--- config.mk ---
export PLATFORM = sky130hd
export DESIGN_NAME = abp_front
export DESIGN_NICKNAME = d
export VERILOG_FILES = /design/src/hdl/audio_bucket_peak_rms_assert.svh /design/src/hdl/abp_pkg.sv /design/src/hdl/abp_front.sv
export SDC_FILE = /design/constraint.sdc
export NUM_CORES = 1
export LEC_CHECK = 0
export BUFFER_PORTS_ARGS = -buffer_cell sky130_fd_sc_hd__buf_4
export CAP_MARGIN = 10
export CELL_PAD_IN_SITES_DETAIL_PLACEMENT = 0
export CELL_PAD_IN_SITES_GLOBAL_PLACEMENT = 1
export CORE_AREA = 2 2 95 97
export DETAILED_ROUTE_END_ITERATION = 8
export DIE_AREA = 0 0 97 99
export PLACE_DENSITY_LB_ADDON = 0.1
export SLEW_MARGIN = 40
export SYNTH_ARGS = -nofsm -noshare
export SYNTH_HDL_FRONTEND = slang
export SYNTH_SLANG_ARGS = --single-unit
--- constraint.sdc ---
create_clock -name vclk -period 5.4
set_clock_uncertainty 0.1 [all_clocks]
set_input_delay 1.62 -clock vclk [all_inputs]
set_output_delay 1.62 -clock vclk [all_outputs]
set_load 0.005 [all_outputs]
--- src/hdl/audio_bucket_peak_rms_assert.svh ---
// Assertion macros shared by the audio bucket peak and RMS design.
`ifndef AUDIO_BUCKET_PEAK_RMS_ASSERT_SVH
`define AUDIO_BUCKET_PEAK_RMS_ASSERT_SVH
`ifndef ASSERT_OFF
`define ABP_ASSERT_IMP(lbl, ante, cons) \
  lbl: assert property (@(posedge clk) disable iff (!rst_n) (ante) |-> (cons)) \
    else $error("implication check failed");
`define ABP_ASSERT_NEVER(lbl, cond) \
  lbl: assert property (@(posedge clk) disable iff (!rst_n) !(cond)) \
    else $error("forbidden condition seen");
`else
`define ABP_ASSERT_IMP(lbl, ante, cons)
`define ABP_ASSERT_NEVER(lbl, cond)
`endif
`endif

--- src/hdl/abp_pkg.sv ---
// Types and constants of the audio bucket peak and RMS block.
`timescale 1ns / 1ps
package abp_pkg;
  localparam int unsigned MAX_BUCKETS_DEF = 1024;
  localparam logic [29:0] NS_PER_S = 30'd1000000000;
  localparam logic [10:0] BCOUNT_RST = 11'd1024;
  localparam logic [18:0] DRATE_RST = 19'd48000;

  typedef enum logic [1:0] {
    CMD_ADD   = 2'd0,
    CMD_READ  = 2'd1,
    CMD_CLEAR = 2'd2,
    CMD_NOP   = 2'd3
  } cmd_t;

  typedef enum logic [1:0] {
    KIND_ADD,
    KIND_READ,
    KIND_CLEAR
  } kind_t;

  typedef enum logic [1:0] {
    REG_WSTART = 2'd0,
    REG_WEND   = 2'd1,
    REG_BCOUNT = 2'd2,
    REG_DRATE  = 2'd3
  } reg_idx_t;

  typedef enum logic [3:0] {
    ST_CLEAR,
    ST_IDLE,
    ST_MUL,
    ST_TSTART,
    ST_TDIV,
    ST_TCHK,
    ST_IDX,
    ST_FETCH,
    ST_UPDATE,
    ST_RCHK,
    ST_RDATA,
    ST_RDIV,
    ST_SQRT,
    ST_OUT
  } bk_state_t;

  typedef struct packed {
    kind_t              kind;
    logic signed [15:0] sample;
    logic [47:0]        frame_start;
    logic [15:0]        position;
    logic [18:0]        rate;
    logic [9:0]         bucket;
  } abp_entry_t;

  typedef struct packed {
    logic signed [15:0] mn;
    logic [14:0]        mx;
    logic [63:0]        sumsq;
    logic [39:0]        cnt;
  } abp_word_t;

  typedef struct packed {
    logic init_busy;
  } abp_status_t;
endpackage

--- src/hdl/abp_front.sv ---
// Input side: takes beats, decodes the command and queues work for the back end.
`timescale 1ns / 1ps
module abp_front (
  input  logic                 in_tvalid,
  output logic                 in_tready,
  input  logic [111:0]         in_tdata,
  input  logic [1:0]           in_tuser,
  input  logic [18:0]          default_rate,
  input  abp_pkg::abp_status_t status,
  input  logic                 q_full,
  output logic                 q_push,
  output abp_pkg::abp_entry_t  q_entry
);
  logic [18:0] rate_sel;
  logic        keep;

  assign in_tready = !q_full && !status.init_busy;
  assign rate_sel  = (in_tdata[98:80] != 19'd0) ? in_tdata[98:80] : default_rate;

  always_comb begin
    q_entry.sample      = $signed(in_tdata[15:0]);
    q_entry.frame_start = in_tdata[63:16];
    q_entry.position    = in_tdata[79:64];
    q_entry.rate        = rate_sel;
    q_entry.bucket      = in_tdata[108:99];
    q_entry.kind        = abp_pkg::KIND_ADD;
    keep                = 1'b0;
    unique case (abp_pkg::cmd_t'(in_tuser))
      abp_pkg::CMD_ADD: begin
        // A sample with no usable rate can never land in a bucket.
        keep = (rate_sel != 19'd0);
      end
      abp_pkg::CMD_READ: begin
        q_entry.kind = abp_pkg::KIND_READ;
        keep         = 1'b1;
      end
      abp_pkg::CMD_CLEAR: begin
        q_entry.kind = abp_pkg::KIND_CLEAR;
        keep         = 1'b1;
      end
      default: keep = 1'b0;
    endcase
  end

  assign q_push = in_tvalid && in_tready && keep;
endmodule

# Yosys cells after proc, flatten, opt, wreduce, memory -nomap -nowiden
# Cells that the tools add are included.
# Widths: inputs -> output; s select.
classes:
  n_reduce_logical: 9
  eq_ne: 2
  mux: 3
op_table:
  columns: ["operator", "count"]
  rows:
  - ["$reduce_bool 19->1", 2]
  - ["$mux 19", 1]
  - ["$pmux 2 s2", 1]
  - ["$logic_and 1x1->1", 3]
  - ["$eq 2x1->1 const B", 1]
  - ["$eq 2x2->1 const B", 1]
  - ["$logic_not 1->1", 2]
  - ["$logic_not 2->1", 1]
  - ["$pmux 1 s2", 1]
  - ["$reduce_or 2->1", 1]
totals:
  word_cells: 14
  out_inout_bits: 113
  reg_bits: 0
  inputBits: 136

# Depth between registers and ports, before layout
depth:
  ltp_word: 5
  mapped_depth: 6

# Worst setup path after synthesis
# OpenSTA, ideal clock, no wires.
synth_timing:
  path_type: "input to output"
  start: "in in_tdata[82]"
  end: "out q_entry[10] (netlist name)"
  required_ns: 3.680
  path_stages: 4
  arrival_time_ns: 2.632
  slack_ns: 1.048
  cell_sequence: "or4_4 > nor4_4 > buf_6 > a21o_1"
synth_lines:
  columns: ["element", "line_no", "text"]
  rows:
  - ["start, declared", "abp_front.sv:6", "input logic [111:0] in_tdata,"]
  - ["end, declared", "abp_front.sv:12", "output abp_pkg::abp_entry_t q_entry"]

==> reports/results.txt <==
Part of the power in registers: 0%
PortBufs: 66
Num sequential: 0
Worst vdd ir: 0.0112 mV
Pint: 0.0366 mW
YS warnings: 0
Worst Setup EP: q_entry[25]
Final hold violations: 0
RSZ-0062 raised after global routing: false
Net Count, Synth: 277
Setup violators final: 0
Hold Crit Class: in2out
Placement Rows: 34
Diode count: 0
Via count: 769
Slew @ Worst Pin: 513 ps
Die W: 97 µm
First-pass GRT wire length: 5.19 mm
Total Routing Usage GR: 6.86%
Critical path cell sequence: buf_4 -> nor4_1 -> nand4_1 -> nor4_4 -> buf_4 -> a21o_1 -> buf_4
Share of cells above drive strength 1: 62.3%
Vias per cell: 3.46
Mapped Cells: 137
Total of max-cap violations: 0
Io pins: 249
Worst EP arrival: 3250 ps
CP most frequent cell: buf_4
Largest stage delay, worst path: 500 ps
Startpoint Class: primary input
Placed cell area: 988 µm²
Post-route setup TNS: 0 ps
Highest Clock Rate: 0.201 GHz
Mean Syn Cell Area: 7.54 µm²
Area grow syn2layout: -4.36%
Leak Pwr: 0.540 nW
Drt total wl: 3.66 mm
Starting Density: 12.1%
GRT overflow: 0
Die height: 99 µm
CP max FO: 8
Number of global-route vias before repair: 858
Non-Filler Cell Area, Final: 988 µm²
Register area share after synthesis: 0%
Core ar.: 0.00855 mm²
Top-area cell type share of the netlist area: 65.4%
Fraction of power spent switching nets: 35.7%
DR WL/cell: 16.5 µm
Initial DRC count: 12
Cell Area, Synth: 0.00103 mm²
Slowest-stage cell, CP: nor4_4
Ranking of synthesized cells by area: buf_4 (65%), a21o_1 (14%), ha_1 (4.8%), nor4_1 (4.2%), buf_6 (2.2%)
Largest net degree at the start of global routing: 9
Period utilization: 92.0%
Nets@finish: 256
Tot Pwr: 0.0569 mW
Drt drc: 0
Die footprint: 0.00960 mm²
Hpwl dp: 3.35 mm
Critical path class: in2out
Endpoint type of the worst setup path: primary output
Status: complete, no violations
Logic pwr share: 100.0%
Setup Buffers After CTS: 0
# resized after CTS: 0
Critical path data required time: 3680 ps
Final Max Slew Viols: 0
Leading cell type by number of instances after synthesis: buf_4
FILL cells: 982
Slew HR: 65.6%
Area leader, netlist: buf_4
Flip-flop and latch area: 0 µm²
Final Critical Period: 4970 ps
CP startpoint: in_tdata[92]
Post-CTS Hold Fix Bufs: 0
Initial antenna violation count: 0
PD cells: 57.6 mW/mm²
Post-synth top cells: buf_4 (90), a21o_1 (19), nor4_1 (7)
Cell variety after synth: 14
Clock buffers: 0
Placer congestion estimate: 0.709
Clock power share: 0%
Multi-input logic area: 324 µm²
P_sw: 0.0203 mW
Antenna-violating nets left: 0
DRT Pass-1 Iters: 4
==> power by group through the flow <==
| stage | Combinational, mW | Sequential [mW] | Clock, mW |
|---|---|---|---|
| floorplan | 0.0662 | 0 | 0 |
| global placement | 0.0591 | 0 | 0 |
| detailed placement | 0.0584 | 0 | 0 |
| CTS | 0.0586 | 0 | 0 |
| global route | 0.0629 | 0 | 0 |
| finish | 0.0569 | 0 | 0 |
==> cells in the final DEF, fill, tap and decap left out <==
cell and count:
a21o_1 19, a21oi_1 1, buf_4 69, ha_1 4, inv_1 3, nand4_1 2
nor2_1 3, nor3_1 2, nor4_1 7, nor4_4 1, o2111ai_1 1, o21a_1 1
or4_4 1
==> through the flow <==
| stage | setup slack (ps) | std cells | util (%) | hold WS [ps] |
|---|---|---|---|---|
| after floorplan | 1050 | 137 | - | 3170 |
| after global placement | 368 | 222 | 11.6 | 3140 |
| after detailed placement | 378 | 222 | 11.6 | 3140 |
| after CTS | 370 | 222 | 11.6 | 3140 |
| after global routing | 245 | 222 | 11.6 | 3140 |
| final | 434 | 222 | 11.6 | 3140 |
==> cell families after synthesis <==
family	count (synthesis)	share of synthesized area, %
buf+inv	95	68.6
compound gates	22	15.9
simple gates	16	10.7
fa+ha+maj	4	4.84
==> metal layers <==
layer	track usage, %	routed length, µm
met5	0	0
met1	6.37	1110
met2	12.9	1940
met3	2.98	435
met4	3.25	173
==> layout make-up <==
type / instances / share of cell area [%]
repair buffers: 69 / 52.4
multi-input cells: 42 / 32.8
well taps: 108 / 13.7
inverters: 3 / 1.14
==> how the worst min path moves through the flow <==
stage | slack (ps) | cells after the start | end | start
floorplan | 3170 | 1 | in_tready | q_full
global placement | 3140 | 0 | q_entry[102] | in_tdata[9]
detailed placement | 3140 | 0 | q_entry[102] | in_tdata[9]
CTS | 3140 | 0 | q_entry[102] | in_tdata[9]
global route | 3140 | 0 | q_entry[100] | in_tdata[7]
finish | 3140 | 0 | q_entry[31] | in_tdata[66]
==> worst max-delay path, delay by kind of cell <==
kind / cells / cell delay [ps]
buffers and inverters: 3 / 450
AO/OA/AOI/OAI: 1 / 120
AND/OR/NAND/NOR: 3 / 1040
Note: power is estimated with default switching activity, not from simulation.
