## src/hdl/audio_bucket_peak_rms_assert.svh

```systemverilog
// Assertion macros shared by the audio bucket peak and RMS design.
`ifndef AUDIO_BUCKET_PEAK_RMS_ASSERT_SVH
`define AUDIO_BUCKET_PEAK_RMS_ASSERT_SVH
`ifndef ASSERT_OFF
`define ABP_ASSERT_IMP(lbl, ante, cons) \
  lbl: assert property (@(posedge clk) disable iff (!rst_n) (ante) |-> (cons)) \
    else $error("implication check failed");
`define ABP_ASSERT_NEVER(lbl, cond) \
  lbl: assert property (@(posedge clk) disable iff (!rst_n) !(cond)) \
    else $error("forbidden condition seen");
`else
`define ABP_ASSERT_IMP(lbl, ante, cons)
`define ABP_ASSERT_NEVER(lbl, cond)
`endif
`endif

```

## src/hdl/abp_pkg.sv

```systemverilog
// Types and constants of the audio bucket peak and RMS block.
`timescale 1ns / 1ps
package abp_pkg;
  localparam int unsigned MAX_BUCKETS_DEF = 1024;
  localparam logic [29:0] NS_PER_S = 30'd1000000000;
  localparam logic [10:0] BCOUNT_RST = 11'd1024;
  localparam logic [18:0] DRATE_RST = 19'd48000;

  typedef enum logic [1:0] {
    CMD_ADD   = 2'd0,
    CMD_READ  = 2'd1,
    CMD_CLEAR = 2'd2,
    CMD_NOP   = 2'd3
  } cmd_t;

  typedef enum logic [1:0] {
    KIND_ADD,
    KIND_READ,
    KIND_CLEAR
  } kind_t;

  typedef enum logic [1:0] {
    REG_WSTART = 2'd0,
    REG_WEND   = 2'd1,
    REG_BCOUNT = 2'd2,
    REG_DRATE  = 2'd3
  } reg_idx_t;

  typedef enum logic [3:0] {
    ST_CLEAR,
    ST_IDLE,
    ST_MUL,
    ST_TSTART,
    ST_TDIV,
    ST_TCHK,
    ST_IDX,
    ST_FETCH,
    ST_UPDATE,
    ST_RCHK,
    ST_RDATA,
    ST_RDIV,
    ST_SQRT,
    ST_OUT
  } bk_state_t;

  typedef struct packed {
    kind_t              kind;
    logic signed [15:0] sample;
    logic [47:0]        frame_start;
    logic [15:0]        position;
    logic [18:0]        rate;
    logic [9:0]         bucket;
  } abp_entry_t;

  typedef struct packed {
    logic signed [15:0] mn;
    logic [14:0]        mx;
    logic [63:0]        sumsq;
    logic [39:0]        cnt;
  } abp_word_t;

  typedef struct packed {
    logic init_busy;
  } abp_status_t;
endpackage

```

## src/hdl/abp_fifo.sv

```systemverilog
// Two-entry queue between the front end and the back end.
`timescale 1ns / 1ps
module abp_fifo (
  input  logic                clk,
  input  logic                rst_n,
  input  logic                push,
  input  abp_pkg::abp_entry_t push_data,
  output logic                full,
  input  logic                pop,
  output logic                empty,
  output abp_pkg::abp_entry_t pop_data
);
  abp_pkg::abp_entry_t slot_r [2];
  logic                wr_ptr_r;
  logic                rd_ptr_r;
  logic [1:0]          fill_r;

  assign full     = (fill_r == 2'd2);
  assign empty    = (fill_r == 2'd0);
  assign pop_data = slot_r[rd_ptr_r];

  always_ff @(posedge clk) begin
    if (push) begin
      slot_r[wr_ptr_r] <= push_data;
    end
  end

  always_ff @(posedge clk) begin
    if (!rst_n) begin
      wr_ptr_r <= 1'b0;
      rd_ptr_r <= 1'b0;
      fill_r   <= 2'd0;
    end else begin
      if (push) begin
        wr_ptr_r <= !wr_ptr_r;
      end
      if (pop) begin
        rd_ptr_r <= !rd_ptr_r;
      end
      if (push && !pop) begin
        fill_r <= fill_r + 2'd1;
      end else if (pop && !push) begin
        fill_r <= fill_r - 2'd1;
      end
    end
  end
endmodule

```

## config.mk

```make
export PLATFORM = sky130hd
export DESIGN_NAME = abp_fifo
export DESIGN_NICKNAME = d
export VERILOG_FILES = /design/src/hdl/audio_bucket_peak_rms_assert.svh /design/src/hdl/abp_pkg.sv /design/src/hdl/abp_fifo.sv
export SDC_FILE = /design/constraint.sdc
export NUM_CORES = 1
export LEC_CHECK = 0
export BUFFER_PORTS_ARGS = -buffer_cell sky130_fd_sc_hd__clkbuf_2
export CAP_MARGIN = 25
export CORE_MARGIN = 4
export CORE_UTILIZATION = 30
export DETAILED_ROUTE_END_ITERATION = 8
export SETUP_SLACK_MARGIN = 0.1
export SYNTH_ARGS = -nofsm -noshare
export SYNTH_HDL_FRONTEND = slang
export SYNTH_SLANG_ARGS = --single-unit
export TNS_END_PERCENT = 1
```

## constraint.sdc

```tcl
create_clock -name clk -period 7.6 [get_ports clk]
set_input_delay 0.76 -clock clk [delete_from_list [all_inputs] [get_ports clk]]
set_output_delay 0.76 -clock clk [all_outputs]
set_load 0.02 [all_outputs]
```

Word level (Yosys, flattened, before mapping)
Memories as Yosys holds them, arrays and structs flattened. A register that Yosys moved wholly into a read port is not among the register bits.
Cells that the tools add are included.

word-level totals
  ROM bits = 0
  output and inout bits = 113
  word-level logic and storage cells = 21
  memories kept = 1
  memory bits (writable) = 222
  latch bits = 0
  register bits = 4
  input port bits = 115

operators by class
  shifts and indexed selects = 0
  multipliers = 0
  equal/unequal tests = 1
  mux-type cells = 6
  bitwise operators = 0
  add/sub/neg operators = 2
  div/mod/pow operators = 0
  $lt $le $gt $ge = 0
  reduce and logical (&&, ||, !) cells = 8

memory list
  name    depth  width  read ports  clocked after memory_dff  wr ports  line            source
  slot_r  2      111    1           1                         1         abp_fifo.sv:13  abp_pkg::abp_entry_t slot_r [2];

operator list
  kind                                                                number
  1-bit logical NOT                                                   4
  1-bit two-way mux                                                   4
  2-bit two-way mux                                                   2
  2-bit by 1-bit adder with 2-bit output, second input constant       1
  2-bit equality test, second input constant                          1
  1-bit logical AND                                                   2
  2-bit logical NOT                                                   1
  2-bit nonzero test                                                  1
  2-bit by 1-bit subtractor with 2-bit output, second input constant  1

Logic depth before layout (Yosys ltp)
Gate-level depths: netlist of run 1.

  depth after elaboration = 4
  mapped depth = 5
  mapped depth without buffers = 5

Worst setup path after synthesis of run 1
No wires, ideal clock.

  path type = input-to-reg
  from = input push
  to = memory slot_r[0][0] in the netlist's numbering (enable)
  required time = 7.004 ns
  slack = 1.391 ns
  arrival = 5.613 ns
  stages = 1
  buffers on the path = 0
  library setup time = 0.596 ns
  cell sequence = nor2b_1

on the way
  cells in the longest elaborated chain, start to end = 2

ends and longest elaborated chain
  what                                     line            source
  start: declaration                       abp_fifo.sv:6   input logic push,
  1-bit two-way mux                        abp_fifo.sv:23  if (push) begin
  1-bit two-way mux (implied by the code)  abp_fifo.sv:24  slot_r[wr_ptr_r] <= push_data;
  end: declaration                         abp_fifo.sv:13

Every way passes these cells.

==> out/qor.yml, run 1 <==
cells_and_area:
  nets: 730
  multi_input_area_um2: 1380
  syn_to_final_growth_pct: 28.4
  diodes: 0
  seqCellArea_um2: 6770
  drive_above_1_share_pct: 59.9
  final_cells: 974
  fillers: 2511
sta:
  fmax_mhz: 285
  setup_viol: 0
  slew_headroom_pct: 38.4
  finalSetupTns_ns: 0
  drv_slew: 0
  finalHoldViolations: 0
  min_period_ns: 3.51
  period_share_pct: 46.1
  timing.final.ws_setup_ns: 4.09
  skew_ns: 0.00529
  tightest_slew_ns: 0.924
  rsz0062_at_grt: "no"
yosys:
  synth_top_family_by_area: "multiplexers"
  synthAdderAreaFrac_pct: 0.152
  ys_types: 17
  yosys_warnings: 0
  seq_area_frac_synth_pct: 81.9
  avgSynthCellArea_um2: 22.5
  yosysTopAreaCellShare_pct: 80.7
  synth.most_common_cell: "edfxtp_1"
  muxShareOfSynthArea_pct: 15.1
  synth_top_area_cell: "edfxtp_1"
  synth_area_leaders: "edfxtp_1, mux2_2, buf_6, dfxtp_1, and2_1"
  synth_nets: 483
  ys_seq_elements: 227
  syn_inst: 367
  synth_area_um2: 8260
  synth-simple-area-share_pct: 0.682
  synthTopCellsByCount: "edfxtp_1, mux2_2, buf_6, dfxtp_1, and2_1"
  synth_ff_type: "edfxtp_1"
  synth_xor_xnor_area_share_pct: 0.318
  synth_compound_area_share_pct: 0.242
  synthArstFlopShare_pct: 0
  synth_edf_count: 222
power:
  max-vdd-ir-drop_uv: 179
  leakagePower_nw: 3.98
  powerDensity_nw_per_um2: 285
cts:
  htree_levels: 1
  cts_buffers: 26
  cts.path.max_buffers: 3
  cts_tree: "yes"
  clock-sinks: 227
  post_cts_buffers: 0
  hold_buffers: 0
  cts_root_buffer: "clkbuf_16"
  clk_pin_slew_worst_paths_ns: 0.06
  clock_latency_ns: 0.51
  ctsResizeCount: 0
floorplan:
  io_pins: 228
  dieArea_um2: 30200
  fp.dieH_um: 174
  core_um2: 27000
  fp.dieW_um: 174
  rows: 60
  start_util_pct: 30.6
setup_path:
  critPathKind: "reg2out"
  critPathLaunchType: "flop"
  required_ns: 6.84
  crit_arrival_ns: 2.75
  cp-end-kind: "output pin"
  cp_max_fo: 59
min_path:
  min_path_type: "in2reg"
drt:
  wl_per_cell_um: 16.7
  final_antenna_net_count: 0
  drt-initial-drc-count: 166
  firstDrtPassIters: 4
  drc: 0
  viasPerCell: 4.33
  routed_wirelength_mm: 16.2
  vias: 4217
global_routing:
  grt_pass1_wl_mm: 24.8
  grt-ovfl-total: 0
  grt.total_usage_pct: 10.3
  antenna_found_initial: 0
  grt_pass1_vias: 4520
  grt_max_degree: 67
outcome:
  status: "finished, final reports clean"
placed_design:
  dpl_worst_slack_ns: 4.53
  place.gp.congestion: 0.666
  portBuffers: 227
  hpwlAfterDp_mm: 10.4
  place_inst: 927
job:
  maxCapViolCount: 0
==> per-layer routing <==
metal | vias up | GRT usage (%) | part of all wire [%]
met1 | 2068 | 12.8 | 41
met3 | 30 | 3.74 | 8.6
met2 | 159 | 17.1 | 47
met4 | 0 | 2.80 | 2.8
met5 | - | 0 | 0
li1 | 1960 | - | -
==> state kept, by name, summed over array words and instances, names as in the netlist, named ones only <==
signal / flops
slot_r: 222
rd_ptr_r: 1
fill_r: 2
wr_ptr_r: 1
==> worst max-delay path, stage by stage (launching register included) <==
cell,delay [ns]
dfxtp_4,0.80
buf_4,0.73
mux2_2,0.44
clkbuf_2,0.16
==> layout make-up <==
class | instances | share of cell area [%]
sequential | 227 | 63.9
clock inverter | 16 | 1.60
multi-input combinational | 127 | 13.0
inverter | 1 | 0.0354
clock buffer | 31 | 6.51
timing repair buffer | 231 | 11.0
tap | 341 | 4.02
==> cells by family after synthesis <==
| group | after synthesis |
|---|---|
| xor+xnor | 3 |
| buf+inv | 13 |
| compound gates | 3 |
| fa+ha+maj | 1 |
| mux | 111 |
| flops | 227 |
| simple gates | 9 |
==> worst paths after layout <==
kind | depth (start not counted) | startpoint | slack (ns) | to
worst max-delay path | 3 | flop | 4.09 | pop_data[98]
worst min-delay path | 1 | push_data[75] | 0.43 | slot_r[1][75]
worst max register to register | 2 | wr_ptr_r | 5.36 | slot_r[1][98]
worst min register to register | 2 | fill_r[1] | 0.52 | fill_r[1]
==> through the flow <==
step | total power [W] | hold slack, ns | util [%] | instance area, um^2
detailed placement | 0.00182 | 0.513 | 36.0 | 9740
finish | 0.00302 | 0.430 | 39.2 | 10600
global route | 0.00316 | 0.399 | 39.2 | 10600
global placement | 0.00181 | 0.494 | 36.0 | 9740
CTS | 0.00307 | 0.402 | 39.2 | 10600
floorplan | 0.00171 | 0.466 | - | 8260
==> report_power, final <==
part	leakage, nW	internal, W	switching (W)
registers	2.13	0.00145	0.0000247
clock network	0.414	0.000776	0.000461
logic	1.44	0.000128	0.000185
==> placed cells by master, fill, tap and decap left out <==
cell type / Yosys / final
dfxtp_4: 0 / 1
nor2_1: 1 / 1
and2b_2: 1 / 1
xor2_1: 2 / 2
nor2b_1: 2 / 1
clkinv_1: 0 / 10
and2_1: 4 / 3
edfxtp_1: 222 / 222
xnor2_1: 1 / 1
nor2b_4: 0 / 1
or3_1: 1 / 1
clkbuf_1: 0 / 4
inv_1: 1 / 1
ha_1: 1 / 1
clkbuf_16: 0 / 27
buf_4: 0 / 4
clkbuf_2: 0 / 227
bufinv_16: 0 / 4
dfxtp_1: 5 / 4
o21a_1: 1 / 1
and2_4: 0 / 1
clkinvlp_4: 0 / 1
clkinv_2: 0 / 1
o21ai_0: 1 / 1
a21boi_1: 1 / 1
mux2_2: 111 / 111
(Power assumes the default switching activity.)
==> inputs of run 2 (changes only) <==
Clock period 7.6 ns to 3.2 ns, I/O delays scaled along.
==> out/qor.yml, run 2 (same netlist as run 1, synthesis figures left out) <==
global_routing:
  grt_max_degree: 53  # was 67
  antenna_found_initial: 0  # unchanged
  grt.total_usage_pct: 11.5  # was 10.3%
  grt_pass1_vias: 5255  # was 4,520
  grt-ovfl-total: 0  # unchanged
  grt_pass1_wl_mm: 28.2  # was 24.8 mm
sta:
  finalSetupTns_ns: 0  # unchanged
  skew_ns: 0.00779  # was 0.00529 ns
  tightest_slew_ns: 0.795  # was 0.924 ns
  finalHoldViolations: 0  # unchanged
  drv_slew: 0  # unchanged
  rsz0062_at_grt: "no"  # unchanged
  min_period_ns: 2.62
  fmax_mhz: 382
  slew_headroom_pct: 47.0  # was 38.4%
  period_share_pct: 81.8
  setup_viol: 0  # unchanged
placed_design:
  hpwlAfterDp_mm: 11.5  # was 10.4 mm
  place_inst: 930  # was 927
  place.gp.congestion: 0.711  # was 0.666
  portBuffers: 227  # unchanged
cts:
  post_cts_buffers: 0  # unchanged
  htree_levels: 1  # unchanged
  clk_pin_slew_worst_paths_ns: 0.06  # about the same
  clock_latency_ns: 0.50  # was 0.51 ns
  cts.path.max_buffers: 3  # unchanged
  clock-sinks: 227  # unchanged
  ctsResizeCount: 0  # unchanged
  cts_buffers: 24  # was 26
  cts_root_buffer: "clkbuf_16"  # unchanged
  cts_tree: "yes"  # unchanged
power:
  leakagePower_nw: 4.41  # was 3.98 nW
  powerDensity_nw_per_um2: 604  # was 285 nW/um^2
  max-vdd-ir-drop_uv: 380  # was 179 uV
  power_w: 0.00703  # was 0.00302 W
setup_path:
  crit_arrival_ns: 2.30  # was 2.75 ns
  reg2reg_to: "slot_r[1][79]"  # was slot_r[1][98]
  critPathLaunchType: "flop"  # unchanged
  worst-r2r-cell-count: 2  # unchanged
  cp-end-kind: "output pin"  # unchanged
  critPathKind: "reg2out"  # unchanged
  cp_max_fo: 52  # was 59
  r2r_setup_slack_ns: 1.36  # was 5.36 ns
  required_ns: 2.88  # was 6.84 ns
  r2r-start: "wr_ptr_r"  # unchanged
outcome:
  status: "finished, final reports clean"  # unchanged
drt:
  wl_per_cell_um: 16.6  # was 16.7 um
  drc: 0  # unchanged
  drt-initial-drc-count: 179  # was 166
  final_antenna_net_count: 0  # unchanged
  routed_wirelength_mm: 17.9  # was 16.2 mm
  viasPerCell: 4.30  # was 4.33
  firstDrtPassIters: 4  # unchanged
  vias: 4658  # was 4,217
floorplan:
  fp.dieH_um: 174  # unchanged
  core_um2: 27000  # unchanged
  rows: 60  # unchanged
  dieArea_um2: 30200  # unchanged
  fp.dieW_um: 174  # unchanged
  start_util_pct: 30.6  # unchanged
  io_pins: 228  # unchanged
cells_and_area:
  fillers: 2383  # was 2,511
  fin_util_pct: 43.0  # was 39.2%
  mostFrequentLayoutCell: "clkbuf_2"  # unchanged
  final_cells: 1082  # was 974
  top_regs: "slot_r: 222 flops, fill_r: 2 flops"  # unchanged
  largest_reg_flops: 222  # unchanged
  regMostFlops: "slot_r"  # unchanged
  drive_above_1_share_pct: 51.4  # was 59.9%
  syn_to_final_growth_pct: 40.8  # was 28.4%
  final_cell_mix: "clkbuf_2, edfxtp_1, mux2_2"  # unchanged
  diodes: 0  # unchanged
  nets: 839  # was 730
min_path:
  min_path_type: "in2reg"  # unchanged
  hp-start: "push_data[10]"  # was push_data[75]
  hold_end: "slot_r[1][10]"  # was slot_r[1][75]
  whs_path_depth: 1  # unchanged
job:
  maxCapViolCount: 0  # unchanged
## run 2: changes by cell type in the layout (fill, tap and decap cells not counted), sizes merged
cell,change
clkinvlp,-1
buf,+3
bufinv,-3
clkinv,-6
clkbuf,+6
dlygate4sd3,+108
inv,+1
## run 2: layer usage
metal	track usage (%)	wire length (um)
met1	14.0	7370
met2	20.2	9090
met3	3.13	1110
met4	3.00	376
met5	0	0
## run 2: critical path, cell delays in order (launching register included)
cell,delay [ns]
dfxtp_4,0.80
buf_12,0.32
mux2_2,0.40
clkbuf_2,0.16
## run 2: how the worst max path moves through the flow
| stage | from | end |
|---|---|---|
| 2_1_floorplan | wr_ptr_r | slot_r[1][0] |
| 3_3_place_gp | flop | pop_data[100] |
| 3_5_place_dp | flop | pop_data[108] |
| 4_1_cts | flop | pop_data[108] |
| 5_1_grt | flop | pop_data[108] |
| 6_report | flop | pop_data[108] |
## run 2: where the power goes
part	switching, W	internal [W]
registers	0.0000622	0.00344
clock network	0.00107	0.00158
logic	0.000474	0.000399
## run 2: stage by stage
step	area [um^2]	setup WS, ns	hold WS [ns]
2_1_floorplan	8270	-0.221	0.419
3_5_place_dp	9790	1.07	0.512
5_1_grt	11600	0.447	0.00209
3_3_place_gp	9790	1.12	0.480
6_report	11600	0.583	0.0284
4_1_cts	11600	0.505	0.000355
## run 2: cell type report
class	instances	area (um^2)	share of cell area (%)
flip-flops and latches	227	6770	58.2
repair buffers	342	2290	19.7
multi-input cells	127	1380	11.8
inverters	1	3.75	0.0323
clock buffers	37	701	6.02
clock inverters	7	60.1	0.516
well taps	341	427	3.67
## run 2: what timing repair did
| action | CTS | global route |
|---|---|---|
| hold buffers | 108 | 0 |
| endpoints found under the hold margin | 215 | 0 |
| endpoints found under the setup margin | 0 | 0 |
==> inputs of run 3 (changes only) <==
Settings changed: ABC_AREA from default to 1.
Clock period 3.2 ns to 2.6 ns, I/O delays scaled along.
==> out/qor.yml, run 3 <==
power:
  powerDensity_nw_per_um2: 728  # was 604 nW/um^2
  max-vdd-ir-drop_uv: 532  # was 380 uV
  leakagePower_nw: 4.45  # was 4.41 nW
yosys:
  synth_xor_xnor_area_share_pct: 0  # was 0.318%
  synth_area_leaders: "edfxtp_1, mux2_2, buf_6, dfxtp_1, nor2_1"  # was edfxtp_1, mux2_2, buf_6, dfxtp_1, and2_1
  syn_inst: 380  # was 367
  ys_types: 13  # was 17
  synth_ff_type: "edfxtp_1"  # unchanged
  synth_top_area_cell: "edfxtp_1"  # unchanged
  synth_compound_area_share_pct: 0.121  # was 0.242%
  synth-simple-area-share_pct: 0.908  # was 0.682%
  yosysTopAreaCellShare_pct: 80.6  # was 80.7%
  synth_edf_count: 222  # unchanged
  synthTopCellsByCount: "edfxtp_1, mux2_2, buf_6, nor2_1"  # was edfxtp_1, mux2_2, buf_6, dfxtp_1, and2_1
  synth_area_um2: 8270  # was 8260 um^2
  muxShareOfSynthArea_pct: 15.1  # about the same
  synth_nets: 496  # was 483
  ys_seq_elements: 227  # unchanged
  synth.most_common_cell: "edfxtp_1"  # unchanged
  seq_area_frac_synth_pct: 81.9  # about the same
  synth_top_family_by_area: "multiplexers"  # unchanged
  yosys_warnings: 0  # unchanged
  avgSynthCellArea_um2: 21.8  # was 22.5 um^2
  synthArstFlopShare_pct: 0  # unchanged
  synthAdderAreaFrac_pct: 0.151  # was 0.152%
setup_path:
  cp_max_fo: 50  # was 52
  crit_arrival_ns: 1.93  # was 2.30 ns
  slowest_stage: "dfxtp_4"  # unchanged
  crit_family: "flip-flops"  # unchanged
  reg2reg_to: "slot_r[1][93]"  # was slot_r[1][79]
  critPathMaxStageDelay_ns: 0.50  # was 0.80 ns
  worst-r2r-cell-count: 3  # was 2
  cp-end-kind: "output pin"  # unchanged
  critPathLaunchType: "flop"  # unchanged
  critPathKind: "reg2out"  # unchanged
  r2r_setup_slack_ns: 0.96  # was 1.36 ns
  cp_cell_sequence: "buf_12 -> mux2_2 -> clkbuf_2"  # unchanged
  r2r-start: "wr_ptr_r"  # unchanged
  required_ns: 2.34  # was 2.88 ns
  crit_buf_inv: 2  # unchanged
placed_design:
  hpwlAfterDp_mm: 10.9  # was 11.5 mm
  dpl_worst_slack_ns: 0.918  # was 1.07 ns
  place.gp.congestion: 0.697  # was 0.711
  portBuffers: 227  # unchanged
global_routing:
  grt.total_usage_pct: 11.3  # was 11.5%
  grt_pass1_vias: 5087  # was 5,255
  antenna_found_initial: 0  # unchanged
  grt-ovfl-total: 0  # unchanged
  grt_max_degree: 69  # was 53
  grt_pass1_wl_mm: 27.8  # was 28.2 mm
cts:
  cts_tree: "yes"  # unchanged
  post_cts_buffers: 0  # unchanged
  clock-sinks: 227  # unchanged
  cts_buffers: 24  # unchanged
  clock_latency_ns: 0.51  # was 0.50 ns
  cts.path.max_buffers: 3  # unchanged
  cts_root_buffer: "clkbuf_16"  # unchanged
  htree_levels: 1  # unchanged
  clk_pin_slew_worst_paths_ns: 0.06  # about the same
sta:
  setup_viol: 0  # unchanged
  drv_slew: 0  # unchanged
  period_share_pct: 84.1
  tightest_slew_ns: 0.626  # was 0.795 ns
  min_period_ns: 2.19
  skew_ns: 0.00941  # was 0.00779 ns
  slew_headroom_pct: 58.3  # was 47.0%
  finalHoldViolations: 0  # unchanged
  rsz0062_at_grt: "no"  # unchanged
  finalSetupTns_ns: 0  # unchanged
  timing.final.ws_setup_ns: 0.413  # was 0.583 ns
  fmax_mhz: 457
cells_and_area:
  syn_to_final_growth_pct: 41.4  # was 40.8%
  mostFrequentLayoutCell: "clkbuf_2"  # unchanged
  drive_above_1_share_pct: 49.9  # was 51.4%
  final_cell_mix: "clkbuf_2, edfxtp_1, dlygate4sd3_1"  # was clkbuf_2, edfxtp_1, mux2_2
  largest_reg_flops: 222  # unchanged
  nets: 857  # was 839
  diodes: 0  # unchanged
  regMostFlops: "slot_r"  # unchanged
  top_regs: "slot_r: 222 flops, fill_r: 2 flops"  # unchanged
drt:
  drt-initial-drc-count: 247  # was 179
  routed_wirelength_mm: 17.6  # was 17.9 mm
  wl_per_cell_um: 16.1  # was 16.6 um
  viasPerCell: 4.28  # was 4.30
  vias: 4693  # was 4,658
  final_antenna_net_count: 0  # unchanged
  drc: 0  # unchanged
  firstDrtPassIters: 4  # unchanged
outcome:
  status: "finished, final reports clean"  # unchanged
floorplan:
  rows: 60  # unchanged
  fp.dieH_um: 174  # about the same
  fp.dieW_um: 174  # about the same
  io_pins: 228  # unchanged
  dieArea_um2: 30300  # was 30,200 um^2
  start_util_pct: 30.6  # about the same
  core_um2: 27000  # unchanged
min_path:
  hp-start: "push"  # was push_data[10]
  min_path_type: "in2reg"  # unchanged
  whs_path_depth: 3  # was 1
  hold_end: "wr_ptr_r"  # was slot_r[1][10]
job:
  maxCapViolCount: 0  # unchanged
-- run 3: through the flow --
step	std cells	power [W]	utilization, %	hold slack, ns	cell area (um^2)
floorplan	380	0.00490	-	0.359	8270
global placement	943	0.00523	36.3	0.448	9820
detailed placement	943	0.00524	36.3	0.453	9820
CTS	1097	0.00864	43.3	0.00894	11700
global route	1097	0.00888	43.3	0.0406	11700
finish	1097	0.00851	43.3	0.0372	11700
-- run 3: worst register-to-register path: stages, from the launching register on --
cell	delay (ns)
dfxtp_1	0.39
nand2_1	0.13
inv_4	0.35
buf_12	0.42
-- run 3: worst max-delay path by stage --
stage / to / slack (ns) / cells past startpoint
floorplan: slot_r[1][0] / -0.48 / 2
global placement: pop_data[64] / 0.91 / 3
detailed placement: pop_data[64] / 0.92 / 3
CTS: pop_data[62] / 0.35 / 3
global route: pop_data[68] / 0.32 / 3
finish: pop_data[71] / 0.41 / 3
-- run 3: what timing repair did --
item,CTS,global route
endpoints found under the hold margin,225,0
resized for setup,0,0
hold buffers,113,0
-- run 3: metal layers --
| metal | track usage (%) | up-vias | part of all wire [%] |
|---|---|---|---|
| li1 | - | 2210 | - |
| met1 | 13.8 | 2300 | 41 |
| met2 | 19.8 | 154 | 50 |
| met3 | 2.96 | 29 | 5.9 |
| met4 | 3.50 | 0 | 3.2 |
| met5 | 0 | - | 0 |
-- run 3: cell type report --
cell class / instances / area, um^2
clock buffers: 30 / 623
inverters: 8 / 32.5
flip-flops and latches: 227 / 6770
repair buffers: 347 / 2370
multi-input cells: 133 / 1360
well taps: 341 / 427
fillers: 2405 / 15300
clock inverters: 11 / 111
-- run 3: power breakdown --
group | internal [W] | switching (W) | leakage, nW | total [W]
Clock | 0.00189 | 0.00133 | 0.351 | 0.00321
Sequential | 0.00424 | 0.0000499 | 2.13 | 0.00429
Combinational | 0.000451 | 0.000554 | 1.97 | 0.00101
Total | 0.00657 | 0.00193 | 4.45 | 0.00851
-- run 3: logic make-up (layout without fill, tap and decap cells) --
family / Yosys count / in the layout
buf+inv: 20 / 396
fa+ha+maj: 1 / 1
simple gates: 19 / 19
flops: 227 / 227
mux: 111 / 111
compound gates: 2 / 2
